[config.mk]
export PLATFORM = sky130hd
export DESIGN_NAME = block_request_splitter
export DESIGN_NICKNAME = d
export VERILOG_FILES = /design/src/brs_pkg.sv /design/src/brs_queue.sv /design/src/brs_front.sv /design/src/brs_back.sv /design/src/block_request_splitter.sv
export SDC_FILE = /design/constraint.sdc
export NUM_CORES = 2
export LEC_CHECK = 0
export ABC_AREA = 0
export ABC_CLOCK_PERIOD_IN_PS = 10300
export BUFFER_PORTS_ARGS = -buffer_cell sky130_fd_sc_hd__buf_2
export CORE_MARGIN = 3
export CORE_UTILIZATION = 45
export DETAILED_ROUTE_END_ITERATION = 10
export MAX_ROUTING_LAYER = met4
export SYNTH_ARGS = -nofsm -noshare
export SYNTH_HDL_FRONTEND = slang
export SYNTH_HIERARCHICAL = 1
export SYNTH_SLANG_ARGS = --single-unit
[constraint.sdc]
create_clock -name clk_i -period 10.3 [get_ports clk_i]
set_input_delay 1.545 -clock clk_i [delete_from_list [all_inputs] [get_ports clk_i]]
set_output_delay 1.545 -clock clk_i [all_outputs]
set_load 0.02 [all_outputs]
[src/brs_pkg.sv]
// ----------------------------------------------------------------------------
// brs_pkg
// Types and constants shared by the block request splitter modules.
// ----------------------------------------------------------------------------
package brs_pkg;

  localparam int unsigned CNT_W      = 30;
  localparam int unsigned LBA_W      = 32;
  localparam int unsigned BSIZE_W    = 13;
  localparam int unsigned NBLK_W     = 16;
  localparam int unsigned LEN_W      = 28;
  localparam int unsigned TMO_W      = 27;
  localparam int unsigned CFG_IDX_W  = 3;
  localparam int unsigned CFG_DATA_W = 32;

  localparam logic [BSIZE_W-1:0] BSIZE_MAX = 13'd4096;

  localparam int unsigned MAX_BLOCKS_PER_COMMAND = 65535;
  localparam int unsigned MAX_RUNS               = 33;
  localparam int unsigned MAX_TOTAL_BLOCKS       = MAX_BLOCKS_PER_COMMAND * MAX_RUNS;
  localparam int unsigned JOB_BLK_W              = $clog2(MAX_TOTAL_BLOCKS + 1);

  localparam int unsigned DIV_CNT_W = $clog2(CNT_W);

  localparam int unsigned TMO_SHIFT = 21;
  localparam logic [19:0] TMO_US    = 20'd1000000;

  localparam int unsigned QUEUE_DEPTH = 2;
  localparam int unsigned QPTR_W      = $clog2(QUEUE_DEPTH);

  localparam logic [2:0] ST_OK    = 3'd0;
  localparam logic [2:0] ST_MEDIA = 3'd1;
  localparam logic [2:0] ST_WP    = 3'd2;
  localparam logic [2:0] ST_INVAL = 3'd3;
  localparam logic [2:0] ST_SIZE  = 3'd4;

  localparam logic [5:0] CMD_READ_SINGLE  = 6'd17;
  localparam logic [5:0] CMD_READ_MULTI   = 6'd18;
  localparam logic [5:0] CMD_WRITE_SINGLE = 6'd24;
  localparam logic [5:0] CMD_WRITE_MULTI  = 6'd25;

  localparam logic [CFG_IDX_W-1:0] REG_MEDIA_ID   = 3'd0;
  localparam logic [CFG_IDX_W-1:0] REG_READ_ONLY  = 3'd1;
  localparam logic [CFG_IDX_W-1:0] REG_BLOCK_SIZE = 3'd2;
  localparam logic [CFG_IDX_W-1:0] REG_LAST_BLOCK = 3'd3;
  localparam logic [CFG_IDX_W-1:0] REG_IO_ALIGN   = 3'd4;
  localparam logic [CFG_IDX_W-1:0] REG_SECTOR     = 3'd5;

  typedef struct packed {
    logic              is_read;
    logic [31:0]       req_media_id;
    logic [LBA_W-1:0]  start_lba;
    logic [CNT_W-1:0]  byte_count;
    logic [63:0]       buffer_address;
  } req_t;

  typedef struct packed {
    logic [2:0]        status;
    logic              command_valid;
    logic [5:0]        command_index;
    logic [31:0]       command_argument;
    logic [NBLK_W-1:0] block_count;
    logic [LEN_W-1:0]  byte_length;
    logic [TMO_W-1:0]  timeout_us;
    logic [CNT_W-1:0]  buffer_offset;
    logic              is_last;
  } rsp_t;

  typedef struct packed {
    logic [31:0]        media_id;
    logic               read_only;
    logic [BSIZE_W-1:0] block_size;
    logic [31:0]        last_block;
    logic [BSIZE_W-1:0] io_align;
    logic               sector_addressing;
  } cfg_t;

  typedef struct packed {
    logic [2:0]           status;
    logic                 plain;
    logic                 is_read;
    logic [LBA_W-1:0]     lba;
    logic [JOB_BLK_W-1:0] blocks;
  } job_t;

endpackage

[src/brs_queue.sv]
// ----------------------------------------------------------------------------
// brs_queue
// Short job queue between the request checker and the command generator.
// ----------------------------------------------------------------------------
module brs_queue import brs_pkg::*; (
  input  logic clk_i,
  input  logic rst_ni,
  input  logic push_i,
  input  job_t push_data_i,
  input  logic pop_i,
  output job_t pop_data_o,
  output logic full_o,
  output logic empty_o
);

  job_t              mem_q [QUEUE_DEPTH];
  logic [QPTR_W-1:0] wr_ptr_q, wr_ptr_d;
  logic [QPTR_W-1:0] rd_ptr_q, rd_ptr_d;
  logic [QPTR_W:0]   fill_q, fill_d;

  assign full_o     = (fill_q == (QPTR_W+1)'(QUEUE_DEPTH));
  assign empty_o    = (fill_q == '0);
  assign pop_data_o = mem_q[rd_ptr_q];

  always_comb begin
    wr_ptr_d = wr_ptr_q;
    rd_ptr_d = rd_ptr_q;
    fill_d   = fill_q;
    if (push_i) begin
      wr_ptr_d = (wr_ptr_q == QPTR_W'(QUEUE_DEPTH - 1)) ? '0 : wr_ptr_q + 1'b1;
    end
    if (pop_i) begin
      rd_ptr_d = (rd_ptr_q == QPTR_W'(QUEUE_DEPTH - 1)) ? '0 : rd_ptr_q + 1'b1;
    end
    if (push_i && !pop_i) begin
      fill_d = fill_q + 1'b1;
    end else if (pop_i && !push_i) begin
      fill_d = fill_q - 1'b1;
    end
  end

  always_ff @(posedge clk_i or negedge rst_ni) begin
    if (!rst_ni) begin
      wr_ptr_q <= '0;
      rd_ptr_q <= '0;
      fill_q   <= '0;
    end else begin
      wr_ptr_q <= wr_ptr_d;
      rd_ptr_q <= rd_ptr_d;
      fill_q   <= fill_d;
    end
  end

  always_ff @(posedge clk_i) begin
    if (push_i) begin
      mem_q[wr_ptr_q] <= push_data_i;
    end
  end

endmodule

[src/brs_front.sv]
// ----------------------------------------------------------------------------
// brs_front
// Accepts a request, runs the parameter checks and the bit-serial divide of
// the byte count by the block size, and queues one job per request.
// ----------------------------------------------------------------------------
module brs_front import brs_pkg::*; (
  input  logic clk_i,
  input  logic rst_ni,
  input  cfg_t cfg_i,
  input  logic in_valid_i,
  output logic in_stall_o,
  input  req_t in_data_i,
  output logic push_o,
  output job_t push_data_o,
  input  logic full_i
);

  typedef enum logic [3:0] {
    F_IDLE = 4'b0001,
    F_DIV  = 4'b0010,
    F_CHK  = 4'b0100,
    F_PUSH = 4'b1000
  } fstate_e;

  fstate_e              state_q, state_d;
  logic [DIV_CNT_W-1:0] cnt_q, cnt_d;
  logic [CNT_W-1:0]     dq_q, dq_d;
  logic [BSIZE_W-2:0]   rem_q, rem_d;
  logic [LBA_W-1:0]     lba_q, lba_d;
  logic [BSIZE_W-1:0]   buf_lo_q, buf_lo_d;
  logic                 rd_q, rd_d;
  logic [2:0]           st_q, st_d;
  logic                 plain_q, plain_d;

  logic                 accept;
  logic                 early;
  logic [2:0]           early_st;
  logic [BSIZE_W-1:0]   rem_sh;
  logic                 ge;
  logic [LBA_W+1:0]     last_lba;
  logic                 range_bad;
  logic                 align_bad;
  logic                 runs_bad;

  assign in_stall_o = (state_q != F_IDLE);
  assign accept     = in_valid_i && (state_q == F_IDLE);

  always_comb begin
    early    = 1'b1;
    early_st = ST_OK;
    if (in_data_i.req_media_id != cfg_i.media_id) begin
      early_st = ST_MEDIA;
    end else if (!in_data_i.is_read && cfg_i.read_only) begin
      early_st = ST_WP;
    end else if (in_data_i.buffer_address == '0) begin
      early_st = ST_INVAL;
    end else if (in_data_i.byte_count == '0) begin
      early_st = ST_OK;
    end else if (cfg_i.block_size == '0 || cfg_i.block_size > BSIZE_MAX) begin
      early_st = ST_SIZE;
    end else begin
      early = 1'b0;
    end
  end

  // one quotient bit per cycle
  assign rem_sh = {rem_q, dq_q[CNT_W-1]};
  assign ge     = (rem_sh >= cfg_i.block_size);

  assign last_lba  = {2'b00, lba_q} + (LBA_W+2)'(dq_q) - (LBA_W+2)'(1);
  assign range_bad = (last_lba > {2'b00, cfg_i.last_block});
  assign align_bad = (cfg_i.io_align != '0) &&
                     ((buf_lo_q & (cfg_i.io_align - BSIZE_W'(1))) != '0);
  assign runs_bad  = (dq_q > CNT_W'(MAX_TOTAL_BLOCKS));

  always_comb begin
    state_d  = state_q;
    cnt_d    = cnt_q;
    dq_d     = dq_q;
    rem_d    = rem_q;
    lba_d    = lba_q;
    buf_lo_d = buf_lo_q;
    rd_d     = rd_q;
    st_d     = st_q;
    plain_d  = plain_q;
    case (state_q)
      F_IDLE: begin
        if (accept) begin
          lba_d    = in_data_i.start_lba;
          buf_lo_d = in_data_i.buffer_address[BSIZE_W-1:0];
          rd_d     = in_data_i.is_read;
          dq_d     = in_data_i.byte_count;
          rem_d    = '0;
          cnt_d    = DIV_CNT_W'(CNT_W - 1);
          st_d     = early_st;
          plain_d  = early;
          state_d  = early ? F_PUSH : F_DIV;
        end
      end
      F_DIV: begin
        rem_d = ge ? (BSIZE_W-1)'(rem_sh - cfg_i.block_size) : rem_sh[BSIZE_W-2:0];
        dq_d  = {dq_q[CNT_W-2:0], ge};
        cnt_d = cnt_q - 1'b1;
        if (cnt_q == '0) begin
          state_d = F_CHK;
        end
      end
      F_CHK: begin
        plain_d = 1'b1;
        if (rem_q != '0) begin
          st_d = ST_SIZE;
        end else if (range_bad || align_bad || runs_bad) begin
          st_d = ST_INVAL;
        end else begin
          st_d    = ST_OK;
          plain_d = 1'b0;
        end
        state_d = F_PUSH;
      end
      F_PUSH: begin
        if (!full_i) begin
          state_d = F_IDLE;
        end
      end
      default: begin
        state_d = F_IDLE;
      end
    endcase
  end

  assign push_o              = (state_q == F_PUSH) && !full_i;
  assign push_data_o.status  = st_q;
  assign push_data_o.plain   = plain_q;
  assign push_data_o.is_read = rd_q;
  assign push_data_o.lba     = lba_q;
  assign push_data_o.blocks  = dq_q[JOB_BLK_W-1:0];

  always_ff @(posedge clk_i or negedge rst_ni) begin
    if (!rst_ni) begin
      state_q <= F_IDLE;
    end else begin
      state_q <= state_d;
    end
  end

  always_ff @(posedge clk_i) begin
    cnt_q    <= cnt_d;
    dq_q     <= dq_d;
    rem_q    <= rem_d;
    lba_q    <= lba_d;
    buf_lo_q <= buf_lo_d;
    rd_q     <= rd_d;
    st_q     <= st_d;
    plain_q  <= plain_d;
  end

endmodule

[src/brs_back.sv]
// ----------------------------------------------------------------------------
// brs_back
// Takes jobs from the queue and emits one result per run of blocks, or a
// single status result, through an output register.
// ----------------------------------------------------------------------------
module brs_back import brs_pkg::*; (
  input  logic clk_i,
  input  logic rst_ni,
  input  cfg_t cfg_i,
  output logic pop_o,
  input  job_t pop_data_i,
  input  logic empty_i,
  output logic out_valid_o,
  input  logic out_stall_i,
  output rsp_t out_data_o
);

  typedef enum logic [3:0] {
    B_IDLE = 4'b0001,
    B_MUL  = 4'b0010,
    B_TMO  = 4'b0100,
    B_EMIT = 4'b1000
  } bstate_e;

  bstate_e              state_q, state_d;
  job_t                 job_q;
  logic [JOB_BLK_W-1:0] rem_q;
  logic [LBA_W-1:0]     lba_q;
  logic [CNT_W-1:0]     off_q;
  logic [NBLK_W-1:0]    n_q;
  logic [LEN_W-1:0]     len_q;
  logic [31:0]          arg_q;
  logic [TMO_W-1:0]     tmo_q;
  logic                 out_valid_q;
  rsp_t                 out_q;

  logic [NBLK_W-1:0]    n_next;
  logic [7:0]           tmo_mult;
  logic                 out_free;
  logic                 last_run;
  rsp_t                 rsp;

  assign out_free = !out_valid_q || !out_stall_i;
  assign pop_o    = (state_q == B_IDLE) && !empty_i;
  assign n_next   = (rem_q > JOB_BLK_W'(MAX_BLOCKS_PER_COMMAND)) ?
                    NBLK_W'(MAX_BLOCKS_PER_COMMAND) : rem_q[NBLK_W-1:0];
  assign tmo_mult = {1'b0, len_q[LEN_W-1:TMO_SHIFT]} + 8'd1;
  assign last_run = (rem_q == JOB_BLK_W'(n_q));

  always_comb begin
    rsp = '0;
    rsp.status  = job_q.status;
    rsp.is_last = 1'b1;
    if (!job_q.plain) begin
      rsp.command_valid    = 1'b1;
      if (job_q.is_read) begin
        rsp.command_index = (n_q == NBLK_W'(1)) ? CMD_READ_SINGLE : CMD_READ_MULTI;
      end else begin
        rsp.command_index = (n_q == NBLK_W'(1)) ? CMD_WRITE_SINGLE : CMD_WRITE_MULTI;
      end
      rsp.command_argument = arg_q;
      rsp.block_count      = n_q;
      rsp.byte_length      = len_q;
      rsp.timeout_us       = tmo_q;
      rsp.buffer_offset    = off_q;
      rsp.is_last          = last_run;
    end
  end

  always_comb begin
    state_d = state_q;
    case (state_q)
      B_IDLE: begin
        if (!empty_i) begin
          state_d = pop_data_i.plain ? B_EMIT : B_MUL;
        end
      end
      B_MUL:  state_d = B_TMO;
      B_TMO:  state_d = B_EMIT;
      B_EMIT: begin
        if (out_free) begin
          state_d = (job_q.plain || last_run) ? B_IDLE : B_MUL;
        end
      end
      default: state_d = B_IDLE;
    endcase
  end

  always_ff @(posedge clk_i or negedge rst_ni) begin
    if (!rst_ni) begin
      state_q     <= B_IDLE;
      out_valid_q <= 1'b0;
    end else begin
      state_q <= state_d;
      if (state_q == B_EMIT && out_free) begin
        out_valid_q <= 1'b1;
      end else if (!out_stall_i) begin
        out_valid_q <= 1'b0;
      end
    end
  end

  always_ff @(posedge clk_i) begin
    case (state_q)
      B_IDLE: begin
        if (!empty_i) begin
          job_q <= pop_data_i;
          rem_q <= pop_data_i.blocks;
          lba_q <= pop_data_i.lba;
          off_q <= '0;
        end
      end
      B_MUL: begin
        n_q   <= n_next;
        len_q <= LEN_W'(n_next) * LEN_W'(cfg_i.block_size);
        arg_q <= cfg_i.sector_addressing ? lba_q : 32'(lba_q * cfg_i.block_size);
      end
      B_TMO: begin
        tmo_q <= TMO_W'(tmo_mult) * TMO_W'(TMO_US);
      end
      B_EMIT: begin
        if (out_free) begin
          out_q <= rsp;
          rem_q <= rem_q - JOB_BLK_W'(n_q);
          lba_q <= lba_q + LBA_W'(n_q);
          off_q <= off_q + CNT_W'(len_q);
        end
      end
      default: begin
      end
    endcase
  end

  assign out_valid_o = out_valid_q;
  assign out_data_o  = out_q;

endmodule

[src/block_request_splitter.sv]
// ----------------------------------------------------------------------------
// block_request_splitter
// Checks block read/write requests and splits them into SD card commands.
// ----------------------------------------------------------------------------
// Requests enter on the in channel (valid/stall) and results leave on the
// out channel (valid/stall); an item moves when valid is high and stall low.
// Media parameters are set through the write port (cfg_we_i, cfg_idx_i,
// cfg_wdata_i); the user must write them only while no request is in flight,
// which the block does not enforce. A request failing an early check (media,
// write protect, null buffer, zero count, bad block size) goes straight to
// the push state; otherwise the byte count is divided by the block size one
// quotient bit per cycle, then a check state runs range, alignment and run
// checks. The front takes no new request until its job is queued.
// Per run the back multiplies length and argument, then timeout, then loads
// the output register, waiting there while the output is stalled.
// A two-entry job queue separates front and back; the output register lets
// the back finish the next run while a result waits. When the receiver
// stalls, the output holds, the back waits, the queue fills and the front
// waits to push, with its input stalled. Reset empties the queue and loads
// the register defaults (block size 512, sector addressing on, all else 0).
// ----------------------------------------------------------------------------
module block_request_splitter import brs_pkg::*; (
  input  logic                  clk_i,
  input  logic                  rst_ni,
  input  logic                  cfg_we_i,
  input  logic [CFG_IDX_W-1:0]  cfg_idx_i,
  input  logic [CFG_DATA_W-1:0] cfg_wdata_i,
  input  logic                  in_valid_i,
  output logic                  in_stall_o,
  input  req_t                  in_data_i,
  output logic                  out_valid_o,
  input  logic                  out_stall_i,
  output rsp_t                  out_data_o
);

  cfg_t cfg_q;
  logic push;
  job_t push_data;
  logic pop;
  job_t pop_data;
  logic full;
  logic empty;

  always_ff @(posedge clk_i or negedge rst_ni) begin
    if (!rst_ni) begin
      cfg_q.media_id          <= '0;
      cfg_q.read_only         <= 1'b0;
      cfg_q.block_size        <= 13'd512;
      cfg_q.last_block        <= '0;
      cfg_q.io_align          <= '0;
      cfg_q.sector_addressing <= 1'b1;
    end else if (cfg_we_i) begin
      case (cfg_idx_i)
        REG_MEDIA_ID:   cfg_q.media_id          <= cfg_wdata_i;
        REG_READ_ONLY:  cfg_q.read_only         <= cfg_wdata_i[0];
        REG_BLOCK_SIZE: cfg_q.block_size        <= cfg_wdata_i[BSIZE_W-1:0];
        REG_LAST_BLOCK: cfg_q.last_block        <= cfg_wdata_i;
        REG_IO_ALIGN:   cfg_q.io_align          <= cfg_wdata_i[BSIZE_W-1:0];
        REG_SECTOR:     cfg_q.sector_addressing <= cfg_wdata_i[0];
        default: begin
        end
      endcase
    end
  end

  brs_front u_front (
    .clk_i       (clk_i),
    .rst_ni      (rst_ni),
    .cfg_i       (cfg_q),
    .in_valid_i  (in_valid_i),
    .in_stall_o  (in_stall_o),
    .in_data_i   (in_data_i),
    .push_o      (push),
    .push_data_o (push_data),
    .full_i      (full)
  );

  brs_queue u_queue (
    .clk_i       (clk_i),
    .rst_ni      (rst_ni),
    .push_i      (push),
    .push_data_i (push_data),
    .pop_i       (pop),
    .pop_data_o  (pop_data),
    .full_o      (full),
    .empty_o     (empty)
  );

  brs_back u_back (
    .clk_i       (clk_i),
    .rst_ni      (rst_ni),
    .cfg_i       (cfg_q),
    .pop_o       (pop),
    .pop_data_i  (pop_data),
    .empty_i     (empty),
    .out_valid_o (out_valid_o),
    .out_stall_i (out_stall_i),
    .out_data_o  (out_data_o)
  );

endmodule

**Word-level counts from Yosys, hierarchy flattened**

Memory sizes are Yosys's and may differ from the RTL's.
Cells that the tools add are included.

- Add/sub/neg operators: 13
- Multipliers: 3
- Magnitude comparators: 5
- Equal/unequal tests: 24
- Muxes and demuxes: 58
- Bitwise gates (word level): 2
- Reduce and logical (&&, ||, !) cells: 47

Operators with widths:

| kind | number |
|---|---|
| $mux 141 | 1 |
| $pmux 30 s2 | 2 |
| $mux 32 | 3 |
| $mux 30 | 3 |
| $logic_not 64->1 | 1 |
| $pmux 32 s2 | 1 |
| $mux 22 | 2 |
| $pmux 22 s2 | 1 |
| $gt 34x32->1 | 1 |
| $sub 34x1->34 const B | 1 |
| $add 32x30->33 | 1 |
| $add 32x16->32 | 1 |
| $mul 32x13->32 | 1 |
| $ne 32x32->1 | 1 |
| $pmux 4 s4 | 2 |
| $add 30x28->30 | 1 |
| $gt 30x22->1 const B | 1 |
| $logic_not 30->1 | 1 |
| $mul 16x13->28 | 1 |
| $mux 4 | 7 |
| $reduce_bool 13->1 | 2 |
| $mux 12 | 2 |
| $pmux 12 s2 | 1 |
| $reduce_and 2->1 | 12 |
| other kinds (46) | 102 |

- Register bits after elaboration: 526
- RAM bits: 118
- Input bits: 199
- Memories kept: 1

Memory list:

| memory | words | width | rd ports | clocked after memory_dff | write ports | RTL line | text |
|---|---|---|---|---|---|---|---|
| u_queue.mem_q | 2 | 59 | 1 | 0 | 1 | brs_queue.sv:16 | `job_t mem_q [QUEUE_DEPTH];` |

**Longest topological paths before layout**

- Depth after elaboration: 10
- Mapped depth: 26
- Depth with buffers taken out: 23

**Modules after synthesis**

Netlist, hierarchy kept.

Modules (own cells, without submodules):

| module | instances | cells an instance | area each (µm²) | seq. area each (µm²) |
|---|---|---|---|---|
| brs_back | 1 | 3,324 | 33,308.2 | 9,795.6 |
| brs_front | 1 | 995 | 8,797.2 | 3,014.1 |
| brs_queue | 1 | 200 | 4,747.1 | 3,643.5 |
| block_request_splitter | 1 | 198 | 3,484.6 | 2,304.7 |

**Worst setup path before layout**

No wires, ideal clock.

- Path kind: input to register
- Start point: in out_stall_i
- End point: reg u_back.out_q (netlist bit u_back/out_data_o[0]) (enable)
- Data arrival time: 8.109 ns
- Slack: 1.515 ns
- Stages: 1
- Buffers on the path: 0
- Cell sequence: a21oi_1

- Word-level cells in the longest chain between the ends: 3

RTL lines:

| item | RTL line | text |
|---|---|---|
| from (decl) | block_request_splitter.sv:32 | `input logic out_stall_i,` |
| $logic_not 1->1 | brs_back.sv:43 | `assign out_free = !out_valid_q \|\| !out_stall_i;` |
| $logic_or 1x1->1 | brs_back.sv:43 |  |
| $reduce_and 2->1 (no line) | n/a |  |
| to (signal assigned) | brs_back.sv:123 | `out_q <= rsp;` |
| to (decl) | brs_back.sv:35 | `rsp_t out_q;` |

Every way passes these cells.
A chain may end at the register's enable or synchronous reset.

**Worst setup path in the final report**

- Start point: reg u_back.rem_q[17]
- End point: reg u_back.len_q[23] (data pin)

- Word-level cells in the longest chain between the ends: 3

RTL lines:

| item | RTL line | text |
|---|---|---|
| from (decl) | brs_back.sv:27 | `logic [JOB_BLK_W-1:0] rem_q;` |
| from (signal assigned) | brs_back.sv:108 | `rem_q <= pop_data_i.blocks;` |
| from (signal assigned) | brs_back.sv:124 | `rem_q <= rem_q - JOB_BLK_W'(n_q);` |
| $gt 22x16->1 | brs_back.sv:45 | `assign n_next = (rem_q > JOB_BLK_W'(MAX_BLOCKS_PER_COMMAND)) ?` |
| $mux 16 | brs_back.sv:45 |  |
| $mul 16x13->28 | brs_back.sv:115 | `len_q <= LEN_W'(n_next) * LEN_W'(cfg_i.block_size);` |
| to (signal assigned) | brs_back.sv:115 |  |
| to (decl) | brs_back.sv:31 | `logic [LEN_W-1:0] len_q;` |

Every way passes these cells.

==> impl_results.md <==
- Outcome: complete, no violations
- Critical path class: flip-flop to flip-flop
- PortBufs: 336
- Core region area: 110,800 µm²
- Critical path arrival: 7830 ps
- CTS Buf Count: 77
- #FFs+latches synth: 642
- Initial Utilization: 45.42%
- Final setup viols: 0
- Critical path fanouts, max: 17
- Routability cong.: 0.8871
- Hold EP: u_back/out_data_o[141]$_DFFE_PP_
- Via density per instance: 5.258
- Avg Inst Size Synth: 10.67 µm²
- Fin. max-slew vios: 0
- Share of cells above drive strength 1: 14.31%
- Most used cell, CP: fa_1
- Vias: 34.33k
- DRC Markers: 0
- Min-Delay Path Depth: 0
- Routed wire length: 126.8 mm
- Worst path required time: 10,700 ps
- Normalized max-slew margin: 16.13%
- CTS tree: done
- Setup Buffers After CTS: 0
- Total global-route track usage: 22.80%
- RSZ-0062 raised after global routing: false
- Synth cell types: 95
- Initial antenna violation count: 9
- Minimum clock period: 7431 ps
- Async S/R FF share, synth: 16.36%
- Worst R2R Start: u_back/rem_q[17]$_DFFE_PP_
- Yosys synthesis warning count: 6
- Worst-Margin Slew: 1255 ps
- Dominant synthesized flop cell: edfxtp_1
- Num ports: 345
- Clk slew on worst S/H paths: 60 ps
- Vias in the first global route: 35.80k
- Initial DRC count: 2,302
- Die width: 340.5 µm
- Sequential area share after synthesis: 37.26%
- CTS H-tree lvls: 3
- Largest net degree at the start of global routing: 136
- Cts hold-fix bufs: 0
- Row count: 122
- Setup crit start kind: flip-flop
- Nets: 5,947
- Worst reg2reg path depth: 20
- DR pass1 iterations: 6
- CP max-delay cell: fa_1
- Die ar.: 115,900 µm²
- DR WL/cell: 19.42 µm
- Most common cell after layout, fill and taps aside: inv_1
- Setup TNS: 0 ps
- First-pass GRT wire length: 201.0 mm
- CP cell instances: or4_1 > or3_1 > or2_2 > and2_1 > fa_1 > fa_1 > fa_1 > fa_1 > inv_1 > fa_1 > inv_1 > ha_1 > a211oi_1 > nand3_1 > a21o_1 > and4_1 > a221oi_2 > o21ai_0 > a21oi_1 > xnor2_1
- Final antenna-violating net count: 0
- Congestion Overflow GR: 0
- CTS Sinks: 642
- HPWL after DPL: 96.96 mm
- Hold path start: u_back/job_q[56]$_DFFE_PP_
- Setup Skew: 36.81 ps
- R2R Setup Slk: 2870 ps
- Syn Inst Count: 4,717
- Worst r2r dst: u_back/len_q[23]$_DFFE_PP_
- Max frequency: 134.6 MHz
- Fraction of the cycle the final worst path needs: 72.15%
- Post-CTS sizing: 0
- CTS max path bufs: 3
- Worst Setup End Kind: flip-flop
- CP peak stage delay: 590 ps
- Final hold viol count: 0
- HP Class: flip-flop to flip-flop
- Die H: 340.5 µm
- Layout area overhead: 11.05%
- Most frequent cells in the layout: inv_1 (715), edfxtp_1 (537), nand2_1 (504)
- Fillers: 10.23k
- Root Buffer: clkbuf_16
- Clk_lat worst skew: 680 ps
- Max-cap violations: 0
- Post-synth EDFFs: 537
- Synth Cell Area: 50,340 µm²
how the worst max path moves through the flow:
stage / from / endpoint
after detailed placement: u_back/rem_q[17]$_DFFE_PP_ / u_back/len_q[23]$_DFFE_PP_
after global routing: u_back/rem_q[17]$_DFFE_PP_ / u_back/len_q[23]$_DFFE_PP_
final: u_back/rem_q[17]$_DFFE_PP_ / u_back/len_q[23]$_DFFE_PP_
after floorplan: out_stall_i / u_back/out_data_o[0]$_SDFFCE_PP1P_
after CTS: u_back/rem_q[17]$_DFFE_PP_ / u_back/len_q[23]$_DFFE_PP_
after global placement: u_back/rem_q[17]$_DFFE_PP_ / u_back/len_q[23]$_DFFE_PP_
state kept, by name, indices dropped and copies added (netlist names), 2 cells and up:
register           cells
u_back/rem_q          22
u_queue/mem_q        118
u_front/st_q           3
cfg_q                 92
u_front/rem_q         12
u_front/lba_q         32
u_back/tmo_q          21
u_back/len_q          28
u_back/n_q            16
u_front/cnt_q          5
u_back/out_data_o    136
u_back/job_q           5
u_front/buf_lo_q      13
u_queue/fill_q         2
u_back/arg_q          32
u_front/dq_q          30
u_back/off_q          30
u_back/lba_q          32
u_front/state_q        4
u_back/state_q         4
kinds of logic (layout without fill, tap and decap cells):
group,count (synthesis),count (layout),share of synthesized area [%]
multiplexers,165,165,4.114
flip-flops,642,642,37.26
other,1,16,0.007450
AO/OA/AOI/OAI,585,585,7.425
adder cells (fa/ha/maj),778,778,25.77
AND/OR/NAND/NOR,1377,1377,13.80
XOR/XNOR,233,233,4.054
buffers and inverters,936,1245,7.574
cell usage after synthesis (5+ instances only):
master / count / area share, %
a211o_1: 7 / 0.12
a211oi_1: 23 / 0.34
a21o_1: 57 / 0.85
a21oi_1: 146 / 1.5
a31oi_1: 20 / 0.25
and2_1: 238 / 3.0
and3_1: 22 / 0.27
buf_1: 14 / 0.10
buf_12: 6 / 0.24
buf_2: 15 / 0.15
buf_4: 33 / 0.49
buf_6: 6 / 0.13
clkbuf_1: 144 / 1.1
dfrtp_1: 101 / 5.0
edfxtp_1: 537 / 32
fa_1: 431 / 17
ha_1: 347 / 8.6
inv_1: 716 / 5.3
mux2_2: 97 / 2.2
mux2_4: 59 / 1.8
mux2i_1: 7 / 0.14
nand2_1: 505 / 3.8
nand2b_1: 20 / 0.25
nand3_1: 61 / 0.61
nand3b_1: 6 / 0.089
nand4_1: 43 / 0.53
nand4b_1: 5 / 0.087
nor2_1: 148 / 1.1
nor2b_1: 133 / 1.7
nor3_1: 65 / 0.65
nor4_1: 62 / 0.77
nor4b_1: 5 / 0.087
o211ai_1: 17 / 0.25
o21a_1: 30 / 0.45
o21ai_0: 173 / 1.7
o21bai_1: 20 / 0.30
o31ai_1: 24 / 0.36
or2_2: 22 / 0.27
or3_1: 16 / 0.20
xnor2_1: 115 / 2.0
xor2_1: 118 / 2.1
metal layers:
metal	up-vias	wire length, µm	GRT usage, %
met5	-	0	-
met4	0	4857	8.030
met3	217	6810	3.751
met2	956	62020	37.99
met1	16983	53100	28.15
li1	16171	-	-
metrics by stage:
step                      utilization (%)  setup WS [ps]  hold WS [ps]  std cells  area (µm²)
after floorplan                         -           1515         400.3       4724       50360
final                               50.44           2869         412.9       6529       55900
after CTS                           50.42           2877         414.8       6521       55880
after global placement              48.06           2989         406.7       6379       53260
after detailed placement            48.06           2878         407.1       6379       53260
after global routing                50.44           2468         426.4       6529       55900
worst max-delay path, delay by kind of cell (launching register included):
kind / cells / cell delay (ps)
DFF: 1 / 430
AOI/OAI and AO/OA: 5 / 1330
adders and majority gates: 6 / 3030
and+or+nand+nor: 6 / 2180
xor gates and xnor gates: 1 / 80
buffers and inverters: 2 / 120
cell type report:
type | count | area [µm²] | area share (%)
tap | 1488 | 1862 | 3.331
multi-input combinational | 3146 | 27870 | 49.85
clock inverter | 42 | 561.8 | 1.005
clock buffer | 100 | 2063 | 3.691
inverter | 716 | 2688 | 4.808
antenna | 8 | 20.02 | 0.03581
sequential | 642 | 18760 | 33.56
timing repair buffer | 387 | 2079 | 3.720
Power is left out: the tool's default activity adds up to more than one toggle a clock period on the data nets, which glitch-free logic cannot reach.
